$ cat config.mk
export PLATFORM = sky130hd
export DESIGN_NAME = mp2d_ctrl
export DESIGN_NICKNAME = d
export VERILOG_FILES = /design/src/hdl/mp2d_pkg.sv /design/src/hdl/mp2d_ctrl.sv
export SDC_FILE = /design/constraint.sdc
export NUM_CORES = 1
export LEC_CHECK = 0
export ABC_CLOCK_PERIOD_IN_PS = 1400
export BUFFER_PORTS_ARGS = -buffer_cell sky130_fd_sc_hd__buf_2
export CAP_MARGIN = 20
export CORE_AREA = 10 10 47 49
export DETAILED_ROUTE_END_ITERATION = 16
export DIE_AREA = 0 0 57 59
export GPL_ROUTABILITY_DRIVEN = 0
export PLACE_DENSITY = 0.54
export SKIP_LAST_GASP = 1
export SLEW_MARGIN = 5
export SYNTH_ARGS = -nofsm -noshare
export SYNTH_HDL_FRONTEND = slang
export SYNTH_SLANG_ARGS = --single-unit
export TNS_END_PERCENT = 20
$ cat constraint.sdc
create_clock -name clk_i -period 1.4 [get_ports clk_i]
set_input_delay 0.21 -clock clk_i [delete_from_list [all_inputs] [get_ports clk_i]]
set_output_delay 0.21 -clock clk_i [all_outputs]
set_load 0.005 [all_outputs]
$ cat src/hdl/mp2d_pkg.sv
// Shared types and constants of the int8 2-D max pooling block.
// Used by the controller, the datapath and the top level; no dependencies.
package mp2d_pkg;

  localparam int unsigned MaxWidthDef       = 256;
  localparam int unsigned MaxHeightDef      = 256;
  localparam int unsigned MaxKernelRowsDef  = 8;
  localparam int unsigned MaxKernelColsDef  = 8;

  localparam int unsigned PixW   = 8;
  localparam int unsigned DimW   = 9;   // plane size registers
  localparam int unsigned KerW   = 4;   // kernel and stride registers
  localparam int unsigned OffW   = 9;   // offset registers
  localparam int unsigned CfgW   = 9;   // widest register
  localparam int unsigned IdxW   = 3;
  localparam int unsigned OutW   = 24;  // pooled, out_row, out_col
  localparam int unsigned AccW   = 10;  // pixel plus offset

  localparam logic signed [AccW-1:0] PoolFloor = -10'sd128;

  typedef enum logic [IdxW-1:0] {
    CFG_PLANE_HEIGHT = 3'd0,
    CFG_PLANE_WIDTH  = 3'd1,
    CFG_KERNEL_ROWS  = 3'd2,
    CFG_KERNEL_COLS  = 3'd3,
    CFG_STRIDE_ROWS  = 3'd4,
    CFG_STRIDE_COLS  = 3'd5,
    CFG_IN_OFFSET    = 3'd6,
    CFG_OUT_OFFSET   = 3'd7
  } cfg_idx_e;

  // controller to datapath
  typedef struct packed {
    logic accept;    // take the input transfer, start the dividers
    logic div_step;  // one restoring division step on every lane
    logic write_px;  // store the pixel, prime the window walk
    logic walk;      // issue one line store read of the window
    logic load;      // move the maximum into the output register
    logic advance;   // step to the next plane position
  } ctrl_cmd_t;

  // datapath to controller
  typedef struct packed {
    logic div_last;
    logic hit;
    logic walk_last;
    logic out_free;
  } dp_status_t;

endpackage

$ cat src/hdl/mp2d_ctrl.sv
// Sequencing state machine of the max pooling block.
// Depends on mp2d_pkg for the command and status structs.
module mp2d_ctrl (
  input  logic                clk_i,
  input  logic                rst_ni,
  input  logic                in_valid_i,
  output logic                in_ready_o,
  input  mp2d_pkg::dp_status_t status_i,
  output mp2d_pkg::ctrl_cmd_t  cmd_o
);
  import mp2d_pkg::*;

  typedef enum logic [5:0] {
    ST_IDLE  = 6'b000001,
    ST_DIV   = 6'b000010,
    ST_WRITE = 6'b000100,
    ST_WALK  = 6'b001000,
    ST_DRAIN = 6'b010000,
    ST_LOAD  = 6'b100000
  } state_e;

  state_e state_q, state_d;

  always_comb begin
    state_d    = state_q;
    cmd_o      = '0;
    in_ready_o = 1'b0;
    case (state_q)
      ST_IDLE: begin
        in_ready_o = 1'b1;
        if (in_valid_i) begin
          cmd_o.accept = 1'b1;
          state_d      = ST_DIV;
        end
      end
      ST_DIV: begin
        cmd_o.div_step = 1'b1;
        if (status_i.div_last) state_d = ST_WRITE;
      end
      ST_WRITE: begin
        cmd_o.write_px = 1'b1;
        if (status_i.hit) begin
          state_d = ST_WALK;
        end else begin
          cmd_o.advance = 1'b1;
          state_d       = ST_IDLE;
        end
      end
      ST_WALK: begin
        cmd_o.walk = 1'b1;
        if (status_i.walk_last) state_d = ST_DRAIN;
      end
      // last read still folding into the maximum
      ST_DRAIN: state_d = ST_LOAD;
      ST_LOAD: begin
        if (status_i.out_free) begin
          cmd_o.load    = 1'b1;
          cmd_o.advance = 1'b1;
          state_d       = ST_IDLE;
        end
      end
      default: state_d = ST_IDLE;
    endcase
  end

  always_ff @(posedge clk_i or negedge rst_ni) begin
    if (!rst_ni) begin
      state_q <= ST_IDLE;
    end else begin
      state_q <= state_d;
    end
  end

endmodule

* Word level (Yosys, flattened, before mapping)
Cells that the tools add are included.
** Word-level totals
- Latch bits :: 0
- Memory bits (writable) :: 0
- Memories :: 0
- Word-level logic and storage cells :: 28
- Output and inout bits :: 7
- Register bits :: 6
- Bits of input ports :: 7
- ROM bits :: 0
** Operators by class
- Mux-type cells :: 16
- Reduce and logical (&&, ||, !) cells :: 1
- Magnitude comparators :: 0
- Shift operators :: 0
- Multipliers :: 0
- Equality and inequality tests :: 10
- $add $sub $neg :: 0
- Divide/modulo/power cells :: 0
- Bitwise operators :: 0
** Operator list (count)
- 6-bit case mux with 6 select lines :: 1
- 6-bit two-way mux :: 4
- 1-bit two-way mux :: 8
- 2-bit != test, second input constant :: 4
- 6-bit by 1-bit equality test with 1-bit output, second input constant :: 1
- 6-bit by 2-bit equality test with 1-bit output, second input constant :: 1
- 6-bit by 3-bit equality test with 1-bit output, second input constant :: 1
- 6-bit by 4-bit equality test with 1-bit output, second input constant :: 1
- 6-bit by 5-bit equality test with 1-bit output, second input constant :: 1
- 6-bit equality test, second input constant :: 1
- 4-bit two-way mux :: 1
- 4-bit AND reduction :: 1
- 2-bit two-way mux :: 1
- 1-bit case mux with 2 select lines :: 1

* Logic depth before layout (Yosys ltp)
Gate-level depths: netlist of the first run.
- Depth after elaboration :: 3
- Mapped depth :: 4
- Mapped depth without buffers :: 4

* Worst setup path after synthesis of the first run
Ideal clock, no wire load.
- Path type :: reg2reg
- Start point :: register state_q[1]
- End point :: register state_q[0]
- Arrival :: 1.466 ns
- Path slack :: -0.147 ns
- Stages on the path, launching flop included :: 5
- Clock period less this slack :: 1.547 ns
- Path buffers :: 0
- Library setup time :: 0.081 ns
- Data required time :: 1.319 ns
- Cells stage by stage :: dfrtp_1 > or4_4 > nor3b_4 > a221oi_1 > a211oi_2
** Between the ends
- Word-level cells in the longest chain between the ends :: 3
- Elaborated cells between the ends (all ways) :: 12
- Classes of those cells :: eq/ne: 10; mux: 1; reduce/logical: 1
** RTL lines
- start: declaration :: RTL line mp2d_ctrl.sv:22 : state_e state_q, state_d;
- start signal: assignment :: RTL line mp2d_ctrl.sv:70 : state_q <= state_d;
- 6-bit by 2-bit equality test with 1-bit output (tied with other cells) :: RTL line mp2d_ctrl.sv:28 : case (state_q)
- 2-bit != test (no line)
- 4-bit AND reduction (no line)
Parallel ways exist; a longest one is shown, timed or not.
A chain may end at the register's enable or synchronous reset.

==> run_results.csv, run 1 <==
group,metric,value,unit
synthesis,yosysMostFrequentCell,"dfrtp_1",
cts,numClockSinks,6,
die,die_height,59,microns
routing,wl_per_cell,13.06,microns
sta,timing.fmax,0.5387,GHz
synthesis,yosysUniqueCellTypes,25,
final_layout,regArea,151.4,sq um
sta,tightest_slew,0.3246,ns
cts,insertion_delay,0.25,ns
grt,grt_pass1_vias,435,
cts,cts_tree,"done",
synthesis,synth-seq-area-share,39.54,%
synthesis,syn-num-nets,47,
critical_path,critical-path-max-stage-delay,0.56,ns
grt,grt_util_met3,3.648,%
synthesis,synth_simple_gate_area_share,33.99,%
power,p_total,935.3,uW
critical_path,worstSetupEndpointType,"output pin",
die,ios,14,
final_layout,final_nets,77,
die,core,1401,sq um
synthesis,ys_ff_latch,6,
synthesis,synth_area_per_cell,9.572,sq um
cts,clock_path_buffers,2,
critical_path,crit_required,1.19,ns
cts,root_buffer,"clkbuf_4",
critical_path,worst_path_max_delay_cell,"or4_4",
routing,first_iter_violations,9,
routing,via_count,395,
routing,drc,0,
grt,grt_pass1_wl,1787,microns
final_layout,antennaDiodeCount,0,
synthesis,synth_top_cell_by_area,"dfrtp_1",
routing,first_pass_iters,4,
sta,setup_ws,-0.4565,ns
synthesis,synth_mux_area_share,2.614,%
critical_path,crit_family,"simple AND/OR/NAND/NOR gates",
cts,cts-buffers-inserted,3,
die,start_util,27.32,%
placed_design,hpwl,892.2,microns
critical_path,path_class,"reg -> out",
critical_path,crit_fanout,3,
grt,antenna_found_initial,0,
sta,setup-violations-final,11,
grt,track_usage,7.010,%
job,max_cap_viol_count,0,
final_layout,largest_register,"state_q",
synthesis,synth_common_cells,"5 x dfrtp_1, 4 x inv_1, 4 x nor2_1",
critical_path,crit_chain,"or4_4, nor3b_4, a21o_1, buf_2",
routing,routed_via_density,4.647,
synthesis,synthAdderAreaFrac,0,%
critical_path,cp_data_arrival_time,1.65,ns
final_layout,area_growth,53.27,%
synthesis,synth_xor_area_share,2.288,%
final_layout,reg.largest.list,"state_q: 6 flops",
synthesis,netlist.area_leader.share,32.68,%
synthesis,synth_top_family_by_area,"simple AND/OR/NAND/NOR gates",
sta,slew_violations,0,
synthesis,synthCells,40,
placed_design,portBuffers,13,
final_layout,multi_input_area,216.5,sq um
synthesis,synth_compound_area_share,17.65,%
die,rows,14,
final_layout,fill_cells,152,
sta,fin_setup_tns,-2.766,ns
sta,rsz0062_at_grt,"yes",
grt,use_met1,6.913,%
sta,layout_worst_path_cycle_share,132.6,%
sta,slew_headroom,78.36,%
grt,grt-ovfl-total,0,
power,max-vdd-ir-drop,0.0007880,V
hold_path,min-delay-path-class,"in -> reg",
routing,totalWireLength,1110,microns
critical_path,startpoint_type,"flip-flop",
synthesis,synthFlopType,"dfrtp_1",
routing,ant_nets,0,
run_status,status,"complete, but fails checks",
sta,hold_violations,0,
power,leakagePower,0.0003310,uW
sta,fin_worst_skew,0.004746,ns
synthesis,ys_top_cells_by_area,"dfrtp_1 33%, dfstp_2 6.9%, nor3b_4 4.9%, a21o_1 3.9%, and2b_1 3.9%",
power,p_per_area,1594,nW/um^2
synthesis,synthArstFlopShare,100.0,%
final_layout,drive_gt1_share,46.38,%
synthesis,synth_edf_count,0,
grt,grt_max_degree,7,
sta,fin_crit,1.856,ns
critical_path,worstPathBufferInverterCount,1,
grt,busiest_layer,"met2",
synthesis,ys_warn_count,0,
die,fp.dieW,57,microns
cts,clkTransAtPathRegs,0.05,ns
synthesis,synth_area,382.9,sq um
final_layout,largest_reg_flops,6,
die,die_area,3363,sq um
grt,globalRouteMet2Util,10.70,%
run_status,violations,"negative setup slack",
cts,htreeDepth,1,
[per-layer routing]
metal	share of wire (%)	up-vias
met3	5.7	2
li1	-	202
met5	0	-
met4	0.90	0
met2	46	13
met1	47	178
[cell families after synthesis]
family | count (synthesis)
compound gates | 9
xor+xnor | 1
buf+inv | 4
flops | 6
mux | 1
simple gates | 19
[power by group]
group / switching [uW] / internal (uW)
clock: 74.3 / 109
sequential: 23.5 / 226
combinational: 233 / 270
[path summary, 6_finish.rpt]
| check | cells past startpoint | start | endpoint | slack (ns) |
|---|---|---|---|---|
| min | 2 | status_i[3] | state_q[1]$_DFFE_PN0P_ | 0.18 |
| max reg2reg | 5 | state_q[0]$_DFFE_PN1P_ | state_q[0]$_DFFE_PN1P_ | -0.26 |
| max in group asynchronous | 2 | rst_ni | state_q[0]$_DFFE_PN1P_ | 0.86 |
| max | 4 | state_q[0]$_DFFE_PN1P_ | cmd_o[0] | -0.46 |
| min reg2reg | 2 | state_q[2]$_DFFE_PN0P_ | state_q[5]$_DFFE_PN0P_ | 0.61 |
| min in group asynchronous | 2 | rst_ni | state_q[2]$_DFFE_PN0P_ | 0.31 |
[stage by stage]
step / hold WS (ns) / utilization (%) / area (sq um) / worst slack [ns] / instances
after floorplan: -0.08559 / - / 382.9 / -0.1471 / 40
after global placement: 0.04826 / 38.75 / 543.0 / -0.1879 / 79
after detailed placement: 0.04619 / 38.75 / 543.0 / -0.2086 / 79
after CTS: 0.1703 / 41.34 / 579.3 / -0.4955 / 84
after global routing: 0.1685 / 41.88 / 586.8 / -0.5125 / 85
final: 0.1774 / 41.88 / 586.8 / -0.4565 / 85
[final cells by class]
cell class | count | area share [%]
repair buffers | 25 | 26.87
flip-flops and latches | 6 | 25.80
multi-input cells | 30 | 36.89
well taps | 16 | 3.412
inverters | 4 | 2.559
clock buffers | 4 | 4.478
[layout by cell type, fill, tap and decap left out, types with 2 or more instances in the layout]
cell / instances
nand2_1: 2
inv_1: 4
clkbuf_4: 3
and2_1: 2
buf_2: 13
o21ai_0: 2
a21o_1: 2
dfrtp_1: 5
buf_4: 11
and2b_1: 2
nor2_1: 4
[timing repair]
item,in CTS,in global routing
resized for setup,0,0
pin swaps,0,3
buffers inserted,0,1
hold buffers,1,0
endpoints found under the setup margin,11,12
hold endpoints to repair,6,0
No activity file was read; power rests on OpenSTA's default activity.
==> run 2, diff against run 1 <==
Settings changed: PLACE_DENSITY 0.54 to unset.
==> run_results.csv, run 2 (synthesized netlist as in run 1, its figures left out) <==
group,metric,value,unit
final_layout,largest_reg_flops,6,
die,die_height,59,microns
sta,fin_setup_tns,-3.089,ns
cts,insertion_delay,0.25,ns
routing,drc,0,
sta,fin_worst_skew,0.005394,ns
grt,grt_pass1_vias,408,
final_layout,finalInstanceArea,586.8,sq um
critical_path,rrSetupSlack,-0.36,ns
cts,cts-buffers-inserted,3,
grt,globalRouteMet2Util,11.01,%
job,max_cap_viol_count,0,
cts,htreeDepth,1,
grt,track_usage,6.234,%
cts,clock_path_buffers,2,
final_layout,mostFrequentLayoutCell,"buf_2",
critical_path,worstSetupEndpointType,"output pin",
placed_design,dp.cells,78,
critical_path,crit_chain,"or4_4, nor3b_4, a21o_1, buf_2",
routing,routed_via_density,4.694,
routing,ant_nets,0,
critical_path,path_class,"reg -> out",
final_layout,regArea,151.4,sq um
critical_path,startpoint_type,"flip-flop",
cts,cts_tree,"done",
grt,grt_max_degree,8,
critical_path,cp_data_arrival_time,1.63,ns
placed_design,hpwl,849.6,microns
routing,first_pass_iters,4,
final_layout,largest_register,"state_q",
run_status,violations,"negative setup slack",
final_layout,antennaDiodeCount,0,
grt,grt-ovfl-total,0,
critical_path,reg2reg_depth,6,
die,fp.dieW,57,microns
grt,busiest_layer,"met2",
final_layout,area_growth,53.27,%
critical_path,crit_end,"cmd_o[0]",
cts,clkTransAtPathRegs,0.05,ns
grt,grt_pass1_wl,1600,microns
sta,slew_headroom,76.09,%
routing,via_count,399,
sta,rsz0062_at_grt,"yes",
sta,layout_worst_path_cycle_share,131.3,%
placed_design,postPlaceCellArea,535.5,sq um
final_layout,final_nets,77,
critical_path,reg2reg_to,"state_q[0]$_DFFE_PN1P_",
power,max-vdd-ir-drop,0.0009228,V
sta,slew_violations,0,
critical_path,worst_path_max_delay_cell,"or4_4",
die,core,1401,sq um
critical_path,crit_fanout,3,
final_layout,instances_no_fill,85,
critical_path,r2r_start,"state_q[1]$_DFFE_PN0P_",
sta,fin_crit,1.838,ns
sta,tightest_slew,0.3586,ns
hold_path,min-delay-path-class,"in -> reg",
routing,first_iter_violations,5,
routing,wl_per_cell,12.79,microns
final_layout,reg.largest.list,"state_q: 6 flops",
cts,numClockSinks,6,
run_status,status,"complete, but fails checks",
sta,setup-violations-final,11,
final_layout,multi_input_area,216.5,sq um
sta,timing.fmax,0.5439,GHz
final_layout,layout_common_cells,"13 x buf_2, 11 x buf_4, 5 x dfrtp_1",
die,start_util,27.32,%
power,p_per_area,1579,nW/um^2
critical_path,crit_required,1.19,ns
die,ios,14,
grt,use_met1,5.728,%
final_layout,fill_cells,148,
grt,antenna_found_initial,0,
power,leakagePower,0.0003309,uW
final_layout,drive_gt1_share,46.38,%
die,die_area,3363,sq um
hold_path,min_from,"status_i[3]",
sta,hold_violations,0,
sta,setup_ws,-0.4384,ns
routing,totalWireLength,1087,microns
die,rows,14,
cts,root_buffer,"clkbuf_4",
critical_path,cp-startpoint,"state_q[1]$_DFFE_PN0P_",
grt,grt_util_met3,2.790,%
cts,cts_resized,0,
critical_path,critical-path-max-stage-delay,0.54,ns
placed_design,portBuffers,13,
run 2: cell counts in the layout (fill, tap and decap cells not counted):
No cell type changed its count.
run 2: how the worst min path moves through the flow:
stage                             endpoint  slack [ns]  cells past startpoint
floorplan           state_q[1]$_DFFE_PN0P_       -0.09                      0
global placement    state_q[4]$_DFFE_PN0P_        0.04                      1
detailed placement  state_q[4]$_DFFE_PN0P_        0.04                      1
CTS                 state_q[1]$_DFFE_PN0P_        0.16                      2
global route        state_q[1]$_DFFE_PN0P_        0.16                      2
finish              state_q[1]$_DFFE_PN0P_        0.17                      2
run 2: power breakdown:
part           total, uW  internal, uW  switching, uW
combinational        491           274            217
clock                181           109           72.7
sequential           254           226           28.4
run 2: timing repair:
item	in CTS	in global routing
pin swaps	3	1
setup buffers	1	1
endpoints found under the hold margin	6	0
setup endpoints to repair	11	12
hold buffers	1	0
run 2: layout make-up:
cell class,instances,share of cell area [%]
tap,16,3.412
inverter,4,2.559
clock buffer,4,4.478
timing repair buffer,25,26.87
multi-input combinational,30,36.89
sequential,6,25.80
run 2: worst max-delay path, delay by kind of cell (launching register included):
family	cells	cell delay, ns
AO/OA/AOI/OAI	1	0.13
buffers and inverters	1	0.10
flip-flops	1	0.37
AND/OR/NAND/NOR	2	0.77
run 2: layer usage:
metal / up-vias / share of wire [%]
met3: 2 / 5.1
met5: - / 0
met2: 11 / 48
met1: 182 / 45
li1: 204 / -
met4: 0 / 0.83
run 2: through the flow:
stage | power (uW) | worst slack (ns) | hold WS, ns | utilization [%]
floorplan | 535.7 | -0.1471 | -0.08559 | -
detailed placement | 728.1 | -0.2346 | 0.04314 | 38.21
finish | 926.5 | -0.4384 | 0.1655 | 41.88
CTS | 930.6 | -0.4795 | 0.1581 | 41.34
global placement | 730.9 | -0.2031 | 0.04323 | 38.21
global route | 997.5 | -0.5277 | 0.1583 | 41.88
==> run 3, diff against run 2 <==
Settings changed: CELL_PAD_IN_SITES_DETAIL_PLACEMENT set to 0, CELL_PAD_IN_SITES_GLOBAL_PLACEMENT set to 2, CORE_AREA 10 10 47 49 to 10 10 52 54, DIE_AREA 0 0 57 59 to 0 0 62 64, PLACE_DENSITY_LB_ADDON set to 0.1.
==> run_results.csv, run 3 (synthesized netlist as in run 1, its figures left out) <==
group,metric,value,unit
die,die_area,3968,sq um
grt,antenna_found_initial,0,
critical_path,crit_fanout,3,
routing,ant_nets,0,
final_layout,mostFrequentLayoutCell,"buf_2",
sta,layout_worst_path_cycle_share,132.1,%
power,p_sw_share,34.04,%
final_layout,instances_no_fill,95,
power,p_total,938.6,uW
placed_design,post-place-ws,-0.2321,ns
sta,fin_worst_skew,0.003987,ns
final_layout,largest_register,"state_q",
critical_path,critical-path-max-stage-delay,0.55,ns
final_layout,largest_reg_flops,6,
power,max-vdd-ir-drop,0.0006314,V
hold_path,min_from,"status_i[3]",
job,max_cap_viol_count,0,
final_layout,reg.largest.list,"state_q: 6 flops",
routing,totalWireLength,1092,microns
cts,htreeDepth,1,
placed_design,dp.cells,87,
cts,clock_path_buffers,2,
routing,first_iter_violations,0,
critical_path,path_class,"reg -> out",
sta,setup_ws,-0.4500,ns
final_layout,layout_common_cells,"13 x buf_2, 12 x buf_4, 5 x dfrtp_1",
cts,insertion_delay,0.25,ns
die,core,1708,sq um
grt,grt_pass1_wl,1911,microns
final_layout,final_nets,78,
die,start_util,22.42,%
sta,setup-violations-final,11,
power,p_per_area,1550,nW/um^2
critical_path,startpoint_type,"flip-flop",
power,power.switching,319.5,uW
sta,tightest_slew,0.3007,ns
hold_path,whs_path_depth,2,
cts,root_buffer,"clkbuf_4",
routing,routed_via_density,4.389,
sta,timing.fmax,0.5406,GHz
critical_path,rrSetupSlack,-0.24,ns
run_status,status,"complete, but fails checks",
power,power_frac_comb,54.5,%
cts,clkTransAtPathRegs,0.05,ns
die,fp.dieW,62,microns
critical_path,reg2reg_depth,5,
sta,slew_violations,0,
sta,rsz0062_at_grt,"yes",
final_layout,area_growth,58.17,%
critical_path,worst_path_max_delay_cell,"or4_4",
critical_path,cp_data_arrival_time,1.64,ns
routing,wl_per_cell,11.49,microns
power,pwr-share-clk,18.6,%
die,ios,14,
final_layout,drive_gt1_share,47.14,%
grt,grt_pass1_vias,467,
die,die_height,64,microns
sta,slew_headroom,79.95,%
grt,track_usage,6.418,%
power,p_seq_share,27.0,%
critical_path,crit_chain,"or4_4, nor3b_4, a21o_1, buf_2",
power,leakagePower,0.0003356,uW
hold_path,holdPathEnd,"state_q[1]$_DFFE_PN0P_",
grt,grt-ovfl-total,0,
sta,hold_violations,0,
cts,cts_tree,"done",
die,rows,15,
grt,grt_max_degree,7,
run_status,violations,"negative setup slack",
placed_design,hpwl,939,microns
critical_path,cp-startpoint,"state_q[0]$_DFFE_PN1P_",
routing,first_pass_iters,1,
cts,numClockSinks,6,
final_layout,antennaDiodeCount,0,
hold_path,min-delay-path-class,"in -> reg",
critical_path,worstSetupEndpointType,"output pin",
power,p_int,619.1,uW
critical_path,reg2reg_to,"state_q[0]$_DFFE_PN1P_",
placed_design,portBuffers,13,
critical_path,crit_required,1.19,ns
cts,cts-buffers-inserted,3,
sta,fin_crit,1.850,ns
routing,via_count,417,
routing,drc,0,
critical_path,r2r_start,"state_q[0]$_DFFE_PN1P_",
run 3: cell count changes in the layout (fill, tap and decap cells not counted), sizes merged:
cell | before | now
buf | 24 | 25
run 3: timing repair:
item                                    in CTS  in global routing
buffers inserted                             3                  0
endpoints found under the hold margin        6                  0
pin swaps                                    3                  1
hold buffers                                 1                  0
endpoints found under the setup margin      11                 12
resized for setup                            0                  0
gates cloned                                 0                  0
run 3: power by group through the flow:
stage	logic, uW	clock network, uW	registers [uW]
final	511	174	253
after global routing	567	197	256
after CTS	525	180	251
after detailed placement	494	0	255
after global placement	500	0	256
after floorplan	268	0	267
run 3: cell type report:
type,instances,area [sq um]
fillers,178,1102
clock buffers,4,26.28
well taps,25,31.28
multi-input cells,30,216.5
flip-flops and latches,6,151.4
inverters,4,15.01
repair buffers,26,165.2
run 3: per-stage QoR:
stage	utilization, %	TNS [ns]	hold WS, ns	cell area, sq um
2_1_floorplan	-	-0.3655	-0.08559	382.9
6_report	35.46	-2.964	0.1640	605.6
3_3_place_gp	32.01	-0.8809	0.02998	546.8
4_1_cts	35.46	-3.216	0.1632	605.6
3_5_place_dp	32.01	-0.9676	0.03796	546.8
5_1_grt	35.46	-4.061	0.1595	605.6
run 3: critical path, delay by kind of cell (launching register included):
family                 cells  cell delay, ns
AND/OR/NAND/NOR            2            0.79
flip-flops                 1            0.37
AO/OA/AOI/OAI              1            0.14
buffers and inverters      1            0.10
run 3: worst max-delay path by stage:
stage | endpoint | slack, ns | cells past startpoint
after floorplan | state_q[0]$_DFFE_PN1P_ | -0.15 | 4
after global placement | cmd_o[0] | -0.21 | 4
after detailed placement | cmd_o[0] | -0.23 | 4
after CTS | cmd_o[0] | -0.48 | 4
after global routing | cmd_o[0] | -0.51 | 4
final | cmd_o[0] | -0.45 | 4
run 3: routing by layer:
layer	wire, microns	GRT usage (%)	vias to the layer above	share of wire (%)
li1	-	-	206	-
met1	455	6.532	199	42
met2	569	10.26	8	52
met3	45	3.360	4	4.1
met4	21	3.352	0	1.9
met5	0	0	-	0
